**src/design/xsr_pkg.sv**
```systemverilog
// ---------------------------------------------------------------------------
// xsr_pkg
// Shared constants, types and step functions for the xoshiro256++ generator.
// ---------------------------------------------------------------------------
package xsr_pkg;

    // operation codes carried on s_tuser
    localparam logic [1:0] OP_DRAW   = 2'd0;
    localparam logic [1:0] OP_RESEED = 2'd1;
    localparam logic [1:0] OP_JUMP   = 2'd2;

    // SplitMix64 increment and mixing multipliers
    localparam logic [63:0] SM_GOLDEN = 64'h9e3779b97f4a7c15;
    localparam logic [63:0] SM_MIX1   = 64'hbf58476d1ce4e5b9;
    localparam logic [63:0] SM_MIX2   = 64'h94d049bb133111eb;

    // jump polynomial, word 0 in the lowest bits; bit k is jump step k
    localparam logic [255:0] JUMP_POLY = {
        64'h39abdc4529b1661c,
        64'ha9582618e03fc9aa,
        64'hd5a61266f0c9392c,
        64'h180ec6d33cfd0aba
    };

    // four 64-bit generator words
    typedef logic [3:0][63:0] gen_state_t;

    // request into the SplitMix64 unit
    typedef struct packed {
        logic        start;
        logic [63:0] acc;
    } sm_req_t;

    // status and result from the SplitMix64 unit
    typedef struct packed {
        logic        done;
        logic [63:0] value;
        logic [63:0] acc;
    } sm_rsp_t;

    // rotate left by 23
    function automatic logic [63:0] xsr_rotl23(input logic [63:0] x);
        return {x[40:0], x[63:41]};
    endfunction

    // one xoshiro256 state transition (xor, shift and rotate only)
    function automatic gen_state_t xsr_advance(input gen_state_t s);
        gen_state_t  n;
        logic [63:0] t;
        t    = s[1] << 17;
        n    = s;
        n[2] = s[2] ^ s[0];
        n[3] = s[3] ^ s[1];
        n[1] = s[1] ^ n[2];
        n[0] = s[0] ^ n[3];
        n[2] = n[2] ^ t;
        n[3] = {n[3][18:0], n[3][63:19]};
        return n;
    endfunction

endpackage

```
**src/design/xsr_splitmix.sv**
```systemverilog
// ---------------------------------------------------------------------------
// xsr_splitmix
// One SplitMix64 step on a single shared 32x32 multiplier. Each 64-bit
// modular product is built from three partial products.
// ---------------------------------------------------------------------------
module xsr_splitmix
    import xsr_pkg::*;
(
    input  logic    aclk,
    input  logic    aresetn,
    input  sm_req_t req,
    output sm_rsp_t rsp
);

    localparam logic [1:0] SM_IDLE = 2'd0;
    localparam logic [1:0] SM_MUL  = 2'd1;
    localparam logic [1:0] SM_MIX  = 2'd2;

    logic [1:0]  state_reg, state_next;
    logic [1:0]  phase_reg, phase_next;
    logic        round_reg, round_next;
    logic        done_reg, done_next;
    logic [63:0] acc_reg, acc_next;
    logic [63:0] z_reg, z_next;
    logic [63:0] part_reg, part_next;
    logic [63:0] prod_reg, prod_next;
    logic [63:0] res_reg, res_next;

    logic [63:0] sum;
    logic [63:0] mconst;
    logic [31:0] mul_a;
    logic [31:0] mul_b;
    logic [63:0] mul_p;

    // operand select for the shared multiplier
    always_comb begin
        mconst = round_reg ? SM_MIX2 : SM_MIX1;
        case (phase_reg)
            2'd0: begin
                mul_a = z_reg[31:0];
                mul_b = mconst[31:0];
            end
            2'd1: begin
                mul_a = z_reg[31:0];
                mul_b = mconst[63:32];
            end
            2'd2: begin
                mul_a = z_reg[63:32];
                mul_b = mconst[31:0];
            end
            default: begin
                mul_a = z_reg[31:0];
                mul_b = mconst[31:0];
            end
        endcase
    end

    assign mul_p = mul_a * mul_b;
    assign sum   = req.acc + SM_GOLDEN;

    // sequencer
    always_comb begin
        state_next = state_reg;
        phase_next = phase_reg;
        round_next = round_reg;
        done_next  = 1'b0;
        acc_next   = acc_reg;
        z_next     = z_reg;
        part_next  = part_reg;
        prod_next  = prod_reg;
        res_next   = res_reg;
        case (state_reg)
            SM_IDLE: begin
                if (req.start) begin
                    acc_next   = sum;
                    z_next     = sum ^ (sum >> 30);
                    round_next = 1'b0;
                    phase_next = 2'd0;
                    state_next = SM_MUL;
                end
            end
            SM_MUL: begin
                // register each partial product, then fold it in
                part_next  = mul_p;
                phase_next = phase_reg + 2'd1;
                case (phase_reg)
                    2'd0: ;
                    2'd1: prod_next = part_reg;
                    2'd2: prod_next = prod_reg + {part_reg[31:0], 32'd0};
                    default: begin
                        prod_next  = prod_reg + {part_reg[31:0], 32'd0};
                        state_next = SM_MIX;
                    end
                endcase
            end
            SM_MIX: begin
                if (!round_reg) begin
                    z_next     = prod_reg ^ (prod_reg >> 27);
                    round_next = 1'b1;
                    phase_next = 2'd0;
                    state_next = SM_MUL;
                end else begin
                    res_next   = prod_reg ^ (prod_reg >> 31);
                    done_next  = 1'b1;
                    state_next = SM_IDLE;
                end
            end
            default: state_next = SM_IDLE;
        endcase
    end

    always_ff @(posedge aclk) begin
        if (!aresetn) begin
            state_reg <= SM_IDLE;
            phase_reg <= 2'd0;
            round_reg <= 1'b0;
            done_reg  <= 1'b0;
        end else begin
            state_reg <= state_next;
            phase_reg <= phase_next;
            round_reg <= round_next;
            done_reg  <= done_next;
        end
        acc_reg  <= acc_next;
        z_reg    <= z_next;
        part_reg <= part_next;
        prod_reg <= prod_next;
        res_reg  <= res_next;
    end

    assign rsp.done  = done_reg;
    assign rsp.value = res_reg;
    assign rsp.acc   = acc_reg;

endmodule

```
**src/design/xoshiro256pp_generator_top.sv**
```systemverilog
// ---------------------------------------------------------------------------
// xoshiro256pp_generator_top
// xoshiro256++ generator with draw, reseed and jump-ahead operations.
// ---------------------------------------------------------------------------
// The operation code arrives on s_tuser and the seed on s_tdata. A draw
// computes its result in the draw output state and loads it into the output
// register once that register is free; the next item is taken while that
// result waits. A reseed runs four SplitMix64 steps on one shared 32x32
// multiplier. A jump walks the 256 polynomial bits one per cycle. After
// reset the block seeds itself with zero before s_tready first rises.
// Operation code 3 is consumed and ignored.
module xoshiro256pp_generator_top
    import xsr_pkg::*;
(
    input  logic        aclk,
    input  logic        aresetn,
    input  logic        s_tvalid,
    output logic        s_tready,
    input  logic [63:0] s_tdata,   // [63:0] seed_value
    input  logic [1:0]  s_tuser,   // [1:0] operation
    output logic        m_tvalid,
    input  logic        m_tready,
    output logic [63:0] m_tdata    // [63:0] random_value
);

    localparam logic [2:0] ST_INIT     = 3'd0;
    localparam logic [2:0] ST_IDLE     = 3'd1;
    localparam logic [2:0] ST_DRAW_OUT = 3'd2;
    localparam logic [2:0] ST_SEED     = 3'd3;
    localparam logic [2:0] ST_JUMP     = 3'd4;

    logic [2:0]  state_reg, state_next;
    gen_state_t  words_reg, words_next;
    gen_state_t  jacc_reg, jacc_next;
    gen_state_t  words_adv;
    gen_state_t  jacc_mix;
    logic [7:0]  cnt_reg, cnt_next;
    logic [1:0]  idx_reg, idx_next;
    logic [63:0] sum_reg, sum_next;
    logic [63:0] base_reg, base_next;
    logic        m_valid_reg, m_valid_next;
    logic [63:0] m_data_reg, m_data_next;

    sm_req_t sm_req;
    sm_rsp_t sm_rsp;

    xsr_splitmix u_splitmix (
        .aclk    (aclk),
        .aresetn (aresetn),
        .req     (sm_req),
        .rsp     (sm_rsp)
    );

    assign words_adv = xsr_advance(words_reg);
    assign jacc_mix  = JUMP_POLY[cnt_reg] ? (jacc_reg ^ words_reg) : jacc_reg;

    // operation sequencer
    always_comb begin
        state_next   = state_reg;
        words_next   = words_reg;
        jacc_next    = jacc_reg;
        cnt_next     = cnt_reg;
        idx_next     = idx_reg;
        sum_next     = sum_reg;
        base_next    = base_reg;
        m_valid_next = m_valid_reg && !m_tready;
        m_data_next  = m_data_reg;
        sm_req.start = 1'b0;
        sm_req.acc   = sm_rsp.acc;
        case (state_reg)
            ST_INIT: begin
                // seed with zero after reset
                sm_req.start = 1'b1;
                sm_req.acc   = '0;
                idx_next     = 2'd0;
                state_next   = ST_SEED;
            end
            ST_IDLE: begin
                if (s_tvalid) begin
                    case (s_tuser)
                        OP_DRAW: begin
                            sum_next   = words_reg[0] + words_reg[3];
                            base_next  = words_reg[0];
                            words_next = words_adv;
                            state_next = ST_DRAW_OUT;
                        end
                        OP_RESEED: begin
                            sm_req.start = 1'b1;
                            sm_req.acc   = s_tdata;
                            idx_next     = 2'd0;
                            state_next   = ST_SEED;
                        end
                        OP_JUMP: begin
                            jacc_next  = '0;
                            cnt_next   = 8'd0;
                            state_next = ST_JUMP;
                        end
                        default: ;
                    endcase
                end
            end
            ST_DRAW_OUT: begin
                // load the output register once it is free
                if (!m_valid_reg || m_tready) begin
                    m_data_next  = xsr_rotl23(sum_reg) + base_reg;
                    m_valid_next = 1'b1;
                    state_next   = ST_IDLE;
                end
            end
            ST_SEED: begin
                if (sm_rsp.done) begin
                    words_next[idx_reg] = sm_rsp.value;
                    if (idx_reg == 2'd3) begin
                        // never leave the all-zero state in place
                        if ((words_reg[0] | words_reg[1] | words_reg[2] |
                             sm_rsp.value) == 64'd0) begin
                            words_next[0] = 64'd1;
                        end
                        state_next = ST_IDLE;
                    end else begin
                        idx_next     = idx_reg + 2'd1;
                        sm_req.start = 1'b1;
                    end
                end
            end
            ST_JUMP: begin
                // accumulate on polynomial bits, advance every cycle
                jacc_next  = jacc_mix;
                words_next = words_adv;
                cnt_next   = cnt_reg + 8'd1;
                if (cnt_reg == 8'd255) begin
                    words_next = jacc_mix;
                    state_next = ST_IDLE;
                end
            end
            default: state_next = ST_INIT;
        endcase
    end

    always_ff @(posedge aclk) begin
        if (!aresetn) begin
            state_reg   <= ST_INIT;
            cnt_reg     <= 8'd0;
            idx_reg     <= 2'd0;
            m_valid_reg <= 1'b0;
        end else begin
            state_reg   <= state_next;
            cnt_reg     <= cnt_next;
            idx_reg     <= idx_next;
            m_valid_reg <= m_valid_next;
        end
        words_reg  <= words_next;
        jacc_reg   <= jacc_next;
        sum_reg    <= sum_next;
        base_reg   <= base_next;
        m_data_reg <= m_data_next;
    end

    assign s_tready = (state_reg == ST_IDLE);
    assign m_tvalid = m_valid_reg;
    assign m_tdata  = m_data_reg;

`ifndef SYNTHESIS
    // the generator never rests in the all-zero state
    a_state_nonzero: assert property (@(posedge aclk) disable iff (!aresetn)
        (state_reg == ST_IDLE) |-> (words_reg != '0))
        else $error("generator words all zero while idle");

    // seeding results arrive only while seeding
    a_done_in_seed: assert property (@(posedge aclk) disable iff (!aresetn)
        sm_rsp.done |-> (state_reg == ST_SEED))
        else $error("splitmix result outside seeding");

    // a new result is loaded only by the draw output step
    a_result_src: assert property (@(posedge aclk) disable iff (!aresetn)
        $rose(m_tvalid) |-> ($past(state_reg) == ST_DRAW_OUT))
        else $error("result raised outside draw");

    // reseed and jump hold off further items
    a_busy_after_op: assert property (@(posedge aclk) disable iff (!aresetn)
        (s_tvalid && s_tready && (s_tuser == OP_RESEED || s_tuser == OP_JUMP))
        |=> !s_tready)
        else $error("item taken during long operation");
`endif

endmodule

```
**config.mk**
```make
export PLATFORM = sky130hd
export DESIGN_NAME = xoshiro256pp_generator_top
export DESIGN_NICKNAME = d
export VERILOG_FILES = /design/src/design/xsr_pkg.sv /design/src/design/xsr_splitmix.sv /design/src/design/xoshiro256pp_generator_top.sv
export SDC_FILE = /design/constraint.sdc
export NUM_CORES = 2
export LEC_CHECK = 0
export BUFFER_PORTS_ARGS = -buffer_cell sky130_fd_sc_hd__buf_2
export CAP_MARGIN = 20
export CORE_MARGIN = 2
export CORE_UTILIZATION = 55
export CTS_CLUSTER_DIAMETER = 150
export CTS_CLUSTER_SIZE = 16
export DETAILED_ROUTE_END_ITERATION = 8
export GPL_TIMING_DRIVEN = 0
export PLACE_DENSITY = 0.82
export SLEW_MARGIN = 40
export SYNTH_ARGS = -nofsm -noshare
export SYNTH_HDL_FRONTEND = slang
export SYNTH_SLANG_ARGS = --single-unit
```
**constraint.sdc**
```tcl
create_clock -name aclk -period 58.4 [get_ports aclk]
set_clock_uncertainty 0.1 [all_clocks]
set_input_delay 11.68 -clock aclk [delete_from_list [all_inputs] [get_ports aclk]]
set_output_delay 11.68 -clock aclk [all_outputs]
set_load 0.02 [all_outputs]
```
# Yosys cells after proc, flatten, opt, wreduce, memory -nomap -nowiden
# Memory sizes are Yosys's and may differ from the RTL's. A register that Yosys moved wholly into a read port is not among the register bits.
# Index checks and enable logic that the tools add are counted.
[totals]
n_memories = 1
ramBits = 0
mem_bits_ro = 256
latch_bits = 0
output_inout_bits = 66
in_bits = 70
ff_bits = 1044
wordCells = 161
[mem_list]
columns = ["name", "depth", "word_bits", "read_ports", "rd_clocked_by_memory_dff", "wr", "line", "text"]
rows = [
  ["(name not given)", 256, 1, 1, 1, 0, "xoshiro256pp_generator_top.sv:55", "assign jacc_mix = JUMP_POLY[cnt_reg] ? (jacc_reg ^ words_reg) : jacc_reg;"],
]
[classes]
n_lt_le_gt_ge = 3
reduce_logical = 30
n_div = 0
n_mux = 57
bitwise_logic = 13
addsub = 7
shift = 0
multipliers = 1
eq_ne = 25
[op_table]
columns = ["cell", "count"]
rows = [
  ["two-way mux 256 bit", 7],
  ["one-hot mux 256 bit (3 select lines)", 1],
  ["one-hot mux 256 bit (2 select lines)", 1],
  ["one-hot mux 64 bit (2 select lines)", 3],
  ["two-way mux 64 bit", 5],
  ["bitwise XOR 64 bit", 5],
  ["bitwise mux 256 bit", 1],
  ["bitwise XOR 256 bit", 1],
  ["adder 64 bit", 3],
  ["bitwise OR 64 bit", 3],
  ["two-way mux 65 bit", 2],
  ["demux 64 bit (select 2 bit)", 1],
  ["adder 64 bit (second input constant)", 1],
  ["zero test 64 bit", 1],
  ["multiplier 32 x 32 -> 64 bit", 1],
  ["two-way mux 32 bit", 2],
  ["bitwise XOR 64 x 33 -> 64 bit", 1],
  ["bitwise XOR 64 x 34 -> 64 bit", 1],
  ["bitwise XOR 64 x 37 -> 64 bit", 1],
  ["two-way mux 62 bit", 1],
  ["two-way mux 8 bit", 4],
  ["one-hot mux 2 bit (3 select lines)", 3],
  ["two-way mux 2 bit", 8],
  ["!= test 2 bit (second input constant)", 8],
  ["34 further kinds", 71],
]

# Longest topological paths before layout
[logic_depth]
depth_word = 9
ltp_mapped = 37
mapped_depth_nobuf = 33

# By module
# A second synthesis with hierarchy kept.
[hier_totals]
cells_unflattened = 9026
hier_area_um2 = 90753.3
[by_module_without_submodules]
columns = ["module", "area_each_um2", "instances", "seq_area_each_um2", "cells_each"]
rows = [
  ["xoshiro256pp_generator_top", 45737.6, 1, 21440.6, 4601],
  ["xsr_splitmix", 45015.7, 1, 9729.3, 4425],
]

# Least setup slack after synthesis
# Ideal clock, no wire load.
[synth_path]
path_kind = "input to register"
startpoint = "input port s_tuser[1]"
endpoint = "register words_reg[0] in the netlist's numbering (enable)"
setup_time_ns = 0.618
arrival_ns = 30.564
stages = 2
n_path_buf = 0
required_time_ns = 57.682
slack_ns = 27.118
cell_sequence = "nor4b_1 > a211o_1"
[synth_via]
elab_chain_cells = 3
[synth_lines]
columns = ["element", "line", "text"]
rows = [
  ["start: declaration", "xoshiro256pp_generator_top.sv:20", "input logic [1:0] s_tuser,"],
  ["zero test 2 bit", "xoshiro256pp_generator_top.sv:80", "case (s_tuser)"],
  ["!= test 2 x 1 -> 1 bit (no source line)", "--", ""],
  ["AND reduction 4 bit (no source line)", "--", ""],
  ["end signal: assignment", "xoshiro256pp_generator_top.sv:152", "words_reg <= words_next;"],
  ["end: declaration", "xoshiro256pp_generator_top.sv:33", "gen_state_t words_reg, words_next;"],
]
# Every way passes these cells.
# A chain may end at the register's enable or synchronous reset.

# Final worst setup path
[layout_path]
startpoint = "input port s_tuser[1]"
endpoint = "register u_splitmix.z_reg[27] (data pin)"
[layout_via]
elab_chain_cells = 8
[layout_lines]
columns = ["element", "line", "text"]
rows = [
  ["equality test 2 x 1 -> 1 bit", "xoshiro256pp_generator_top.sv:80", ""],
  ["two-way mux 65 bit", "xoshiro256pp_generator_top.sv:80", ""],
  ["two-way mux 65 bit", "xoshiro256pp_generator_top.sv:79", "if (s_tvalid) begin"],
  ["one-hot mux 64 bit (2 select lines)", "xoshiro256pp_generator_top.sv:70", "case (state_reg)"],
  ["adder 64 bit", "xsr_splitmix.sv:59", "assign sum = req.acc + SM_GOLDEN;"],
  ["via u_splitmix.sum[27]", "xsr_splitmix.sv:29", "logic [63:0] sum;"],
  ["bitwise XOR 64 x 34 -> 64 bit", "xsr_splitmix.sv:76", "z_next = sum ^ (sum >> 30);"],
  ["two-way mux 64 bit", "xsr_splitmix.sv:74", "if (req.start) begin"],
  ["one-hot mux 64 bit (2 select lines)", "xsr_splitmix.sv:72", "case (state_reg)"],
  ["via u_splitmix.z_next[27]", "xsr_splitmix.sv:24", "logic [63:0] z_reg, z_next;"],
  ["end signal: assignment", "xsr_splitmix.sv:125", "z_reg <= z_next;"],
  ["end: declaration", "xsr_splitmix.sv:24", ""],
]
# The timed path passes the listed nets, and every way through them passes these cells. The select of a mux whose other input is x is not followed.

==> metrics.txt <==
# TYPE chip_impl_metric gauge
chip_impl_metric{name="effective_utilization_at_floorplan",unit=""} 0.552
chip_impl_metric{name="tritoncts.num_buffers",unit=""} 75
chip_impl_metric{name="grt_start_max_net_pins",unit=""} 73
chip_impl_info{name="ys_dominant_reg_cell",value="edfxtp_1"} 1
chip_impl_metric{name="synth_area",unit="sq mm"} 0.0920
chip_impl_metric{name="synth-edff-count",unit=""} 1024
chip_impl_info{name="synth.top_cells.by_count",value="1117 x inv_1, 1024 x edfxtp_1, 943 x nand2_1"} 1
chip_impl_metric{name="max_slew.worst_pin.slew",unit="ns"} 0.986
chip_impl_info{name="cts_tree",value="built"} 1
chip_impl_info{name="synth.top_cells.by_area",value="edfxtp_1 33%, fa_1 17%, ha_1 7.2%, xor2_1 4.7%, inv_1 4.6%"} 1
chip_impl_info{name="setup.worst_path.class",value="in -> reg"} 1
chip_impl_metric{name="fmaxAchievable",unit="MHz"} 63.1
chip_impl_metric{name="gr-usage-all-layers",unit=""} 0.409
chip_impl_info{name="synth_top_cell_by_area",value="edfxtp_1"} 1
chip_impl_metric{name="die_w",unit="microns"} 413
chip_impl_info{name="min-delay-path-class",value="reg -> reg"} 1
chip_impl_info{name="unrepaired_setup_endpoints_after_global_routing",value="no"} 1
chip_impl_metric{name="cpPeakStageDelay",unit="ns"} 0.66
chip_impl_metric{name="dp.cells",unit=""} 11644
chip_impl_metric{name="met3_wirelength",unit="microns"} 46000
chip_impl_metric{name="placement_rows",unit=""} 150
chip_impl_info{name="status",value="completed"} 1
chip_impl_metric{name="timing.critical_path.required",unit="ns"} 58.72
chip_impl_metric{name="routedWlPerCell",unit="microns"} 30.0
chip_impl_metric{name="ant_nets",unit=""} 0
chip_impl_metric{name="synthToLayoutAreaGrowth",unit="%"} 7.49
chip_impl_metric{name="dr.first_iter.drc_count",unit=""} 10395
chip_impl_metric{name="fin_cells",unit=""} 11754
chip_impl_metric{name="cts_max_level",unit=""} 3
chip_impl_metric{name="dieArea",unit="sq mm"} 0.171
chip_impl_info{name="cts_root_buf",value="clkbuf_16"} 1
chip_impl_metric{name="detailed_router_iteration_count_before_antenna_repair",unit=""} 7
chip_impl_metric{name="synth_warnings",unit=""} 0
chip_impl_metric{name="vias",unit=""} 75518
chip_impl_metric{name="multi_input_area",unit="sq mm"} 0.0553
chip_impl_metric{name="detail_route.drc_violations",unit=""} 0
chip_impl_metric{name="die_h",unit="microns"} 413
chip_impl_metric{name="number_of_resized_instances_in_the_post_cts_repair_step",unit=""} 0
chip_impl_info{name="synth.most_common_cell",value="inv_1"} 1
chip_impl_metric{name="gpl.final_weighted_congestion",unit=""} 1.07
chip_impl_metric{name="initial_antenna_violation_count",unit=""} 5
chip_impl_metric{name="met1_wirelength",unit="microns"} 121000
chip_impl_metric{name="core_region_area",unit="sq mm"} 0.167
chip_impl_metric{name="final_layout_fill_cell_count",unit=""} 13894
chip_impl_metric{name="data_arrival_critical_path",unit="ns"} 16.18
chip_impl_metric{name="postCtsSetupRepairBufs",unit=""} 0
chip_impl_metric{name="finalSetupViolations",unit=""} 0
chip_impl_metric{name="synthArstFlopShare",unit=""} 0
chip_impl_info{name="cp-end-kind",value="flip-flop"} 1
chip_impl_metric{name="cts.sinks",unit=""} 1045
chip_impl_metric{name="crit_path_max_fanout",unit=""} 10
chip_impl_info{name="top_layer",value="met5"} 1
chip_impl_info{name="critical_path.top_delay_family",value="buffers and inverters"} 1
chip_impl_metric{name="setup_total_negative_slack",unit="ns"} 0
chip_impl_metric{name="detailedPlacementHpwl",unit="microns"} 281000
chip_impl_metric{name="slew_headroom",unit=""} 0.343
chip_impl_metric{name="overall_overflow_remaining_after_global_route",unit=""} 0
chip_impl_metric{name="worst_setup_hold_path_clk_slew",unit="ns"} 0.08
chip_impl_metric{name="wl",unit="microns"} 353000
chip_impl_metric{name="critical_path_buffer_and_inverter_count",unit=""} 5
chip_impl_metric{name="period_needed",unit="ns"} 15.86
chip_impl_metric{name="post-route-period-util",unit=""} 0.272
chip_impl_metric{name="grt_first_pass_wirelength",unit="microns"} 503000
chip_impl_metric{name="drive_gt1_frac",unit=""} 0.0554
chip_impl_metric{name="timing_max_transition_violations_final",unit=""} 0
chip_impl_info{name="cp_slowest_cell",value="nor2_1"} 1
chip_impl_metric{name="synthesis.instances",unit=""} 9242
chip_impl_metric{name="synth_nets",unit=""} 10641
chip_impl_metric{name="io_buffer_count",unit=""} 134
chip_impl_info{name="startpoint_types",value="primary input"} 1
chip_impl_metric{name="synth.yosys.seq_area_share",unit=""} 0.339
chip_impl_metric{name="area.sequential",unit="sq mm"} 0.0312
chip_impl_metric{name="yosys_register_bits",unit=""} 1045
chip_impl_metric{name="yosys.area.top_type_share",unit=""} 0.334
chip_impl_metric{name="post_synth_num_cell_types",unit=""} 98
chip_impl_metric{name="num_io_pins",unit=""} 136
chip_impl_metric{name="avgSynthCellArea",unit="sq um"} 9.96
chip_impl_metric{name="grt_pass1_vias",unit=""} 74025
chip_impl_metric{name="timing.hold.ws",unit="ns"} 0.404
chip_impl_metric{name="finalHoldViolations",unit=""} 0
chip_impl_info{name="cpMostUsedCell",value="clkbuf_1"} 1
chip_impl_metric{name="insertion_delay",unit="ns"} 0.73
chip_impl_metric{name="maxCapViolations",unit=""} 0
chip_impl_info{name="cp_cell_sequence",value="buf_2 > nand3b_2 > nor2_1 > clkbuf_1 > buf_1 > clkbuf_1 > clkbuf_1 > a22oi_1 > xnor2_1 > xnor2_1 > a21oi_1"} 1
chip_impl_metric{name="postCtsHoldBufs",unit=""} 0
chip_impl_metric{name="cts.path.max_buffers",unit=""} 3
chip_impl_metric{name="routed-wl-met2",unit="microns"} 152000
chip_impl_metric{name="drt-vias-per-instance",unit=""} 6.42
chip_impl_metric{name="finish.net_count",unit=""} 10917
[metal layers]
layer,up-vias,GRT usage
met5,-,0
met1,36544,0.497
met4,12,0.310
met3,1301,0.120
li1,31945,-
met2,5716,0.616
[per-stage QoR]
step | util | setup slack, ns | instance area, sq um
after CTS | 0.593 | 42.91 | 98800
after global routing | 0.594 | 42.58 | 98900
final | 0.594 | 42.54 | 98900
after global placement | 0.573 | 18.87 | 95500
after floorplan | - | 27.12 | 92000
after detailed placement | 0.580 | 42.22 | 96700
[layout by cell type, fill, tap and decap left out, types with 396 or more instances in the layout]
master and count:
xnor2_1 404, xor2_1 493, nand2_1 943, edfxtp_1 1024, nor2_1 797, fa_1 802
o21ai_0 396, inv_1 1114, a21oi_1 470, ha_1 527
[cell families (layout without fill, tap and decap cells)]
logic type / Yosys count / count (layout) / synth area share
flops: 1045 / 1045 / 0.339
compound gates: 1688 / 1688 / 0.117
xor+xnor: 922 / 922 / 0.0885
buf+inv: 1602 / 1906 / 0.0662
other cells: 0 / 4 / 0
fa+ha+maj: 1329 / 1329 / 0.246
simple gates: 2393 / 2393 / 0.114
mux: 263 / 263 / 0.0295
[layout make-up]
class | instances | share of cell area
tap | 2204 | 0.0279
buffer | 478 | 0.0199
multi-input combinational | 6595 | 0.559
timing repair buffer | 199 | 0.0143
clock inverter | 4 | 0.000721
inverter | 1124 | 0.0428
clock buffer | 101 | 0.0208
sequential | 1045 | 0.315
antenna | 4 | 0.000101
[path summary, 6_finish.rpt]
kind                                                           start  cells after the start                           endpoint  slack, ns
worst max-delay path                                      s_tuser[1]                     11     u_splitmix.z_reg[27]$_DFFE_PP_      42.54
worst min-delay path                         words_reg[51]$_DFFE_PP_                      0             base_reg[51]$_DFFE_PP_       0.40
worst max register to register  u_splitmix.phase_reg[0]$_SDFFE_PN0P_                     31  u_splitmix.part_reg[63]$_DFFE_PP_      45.68
worst min register to register               words_reg[51]$_DFFE_PP_                      0             base_reg[51]$_DFFE_PP_       0.40
Power is left out: the tool's default activity adds up to more than one toggle a clock period on the data nets, which glitch-free logic cannot reach.
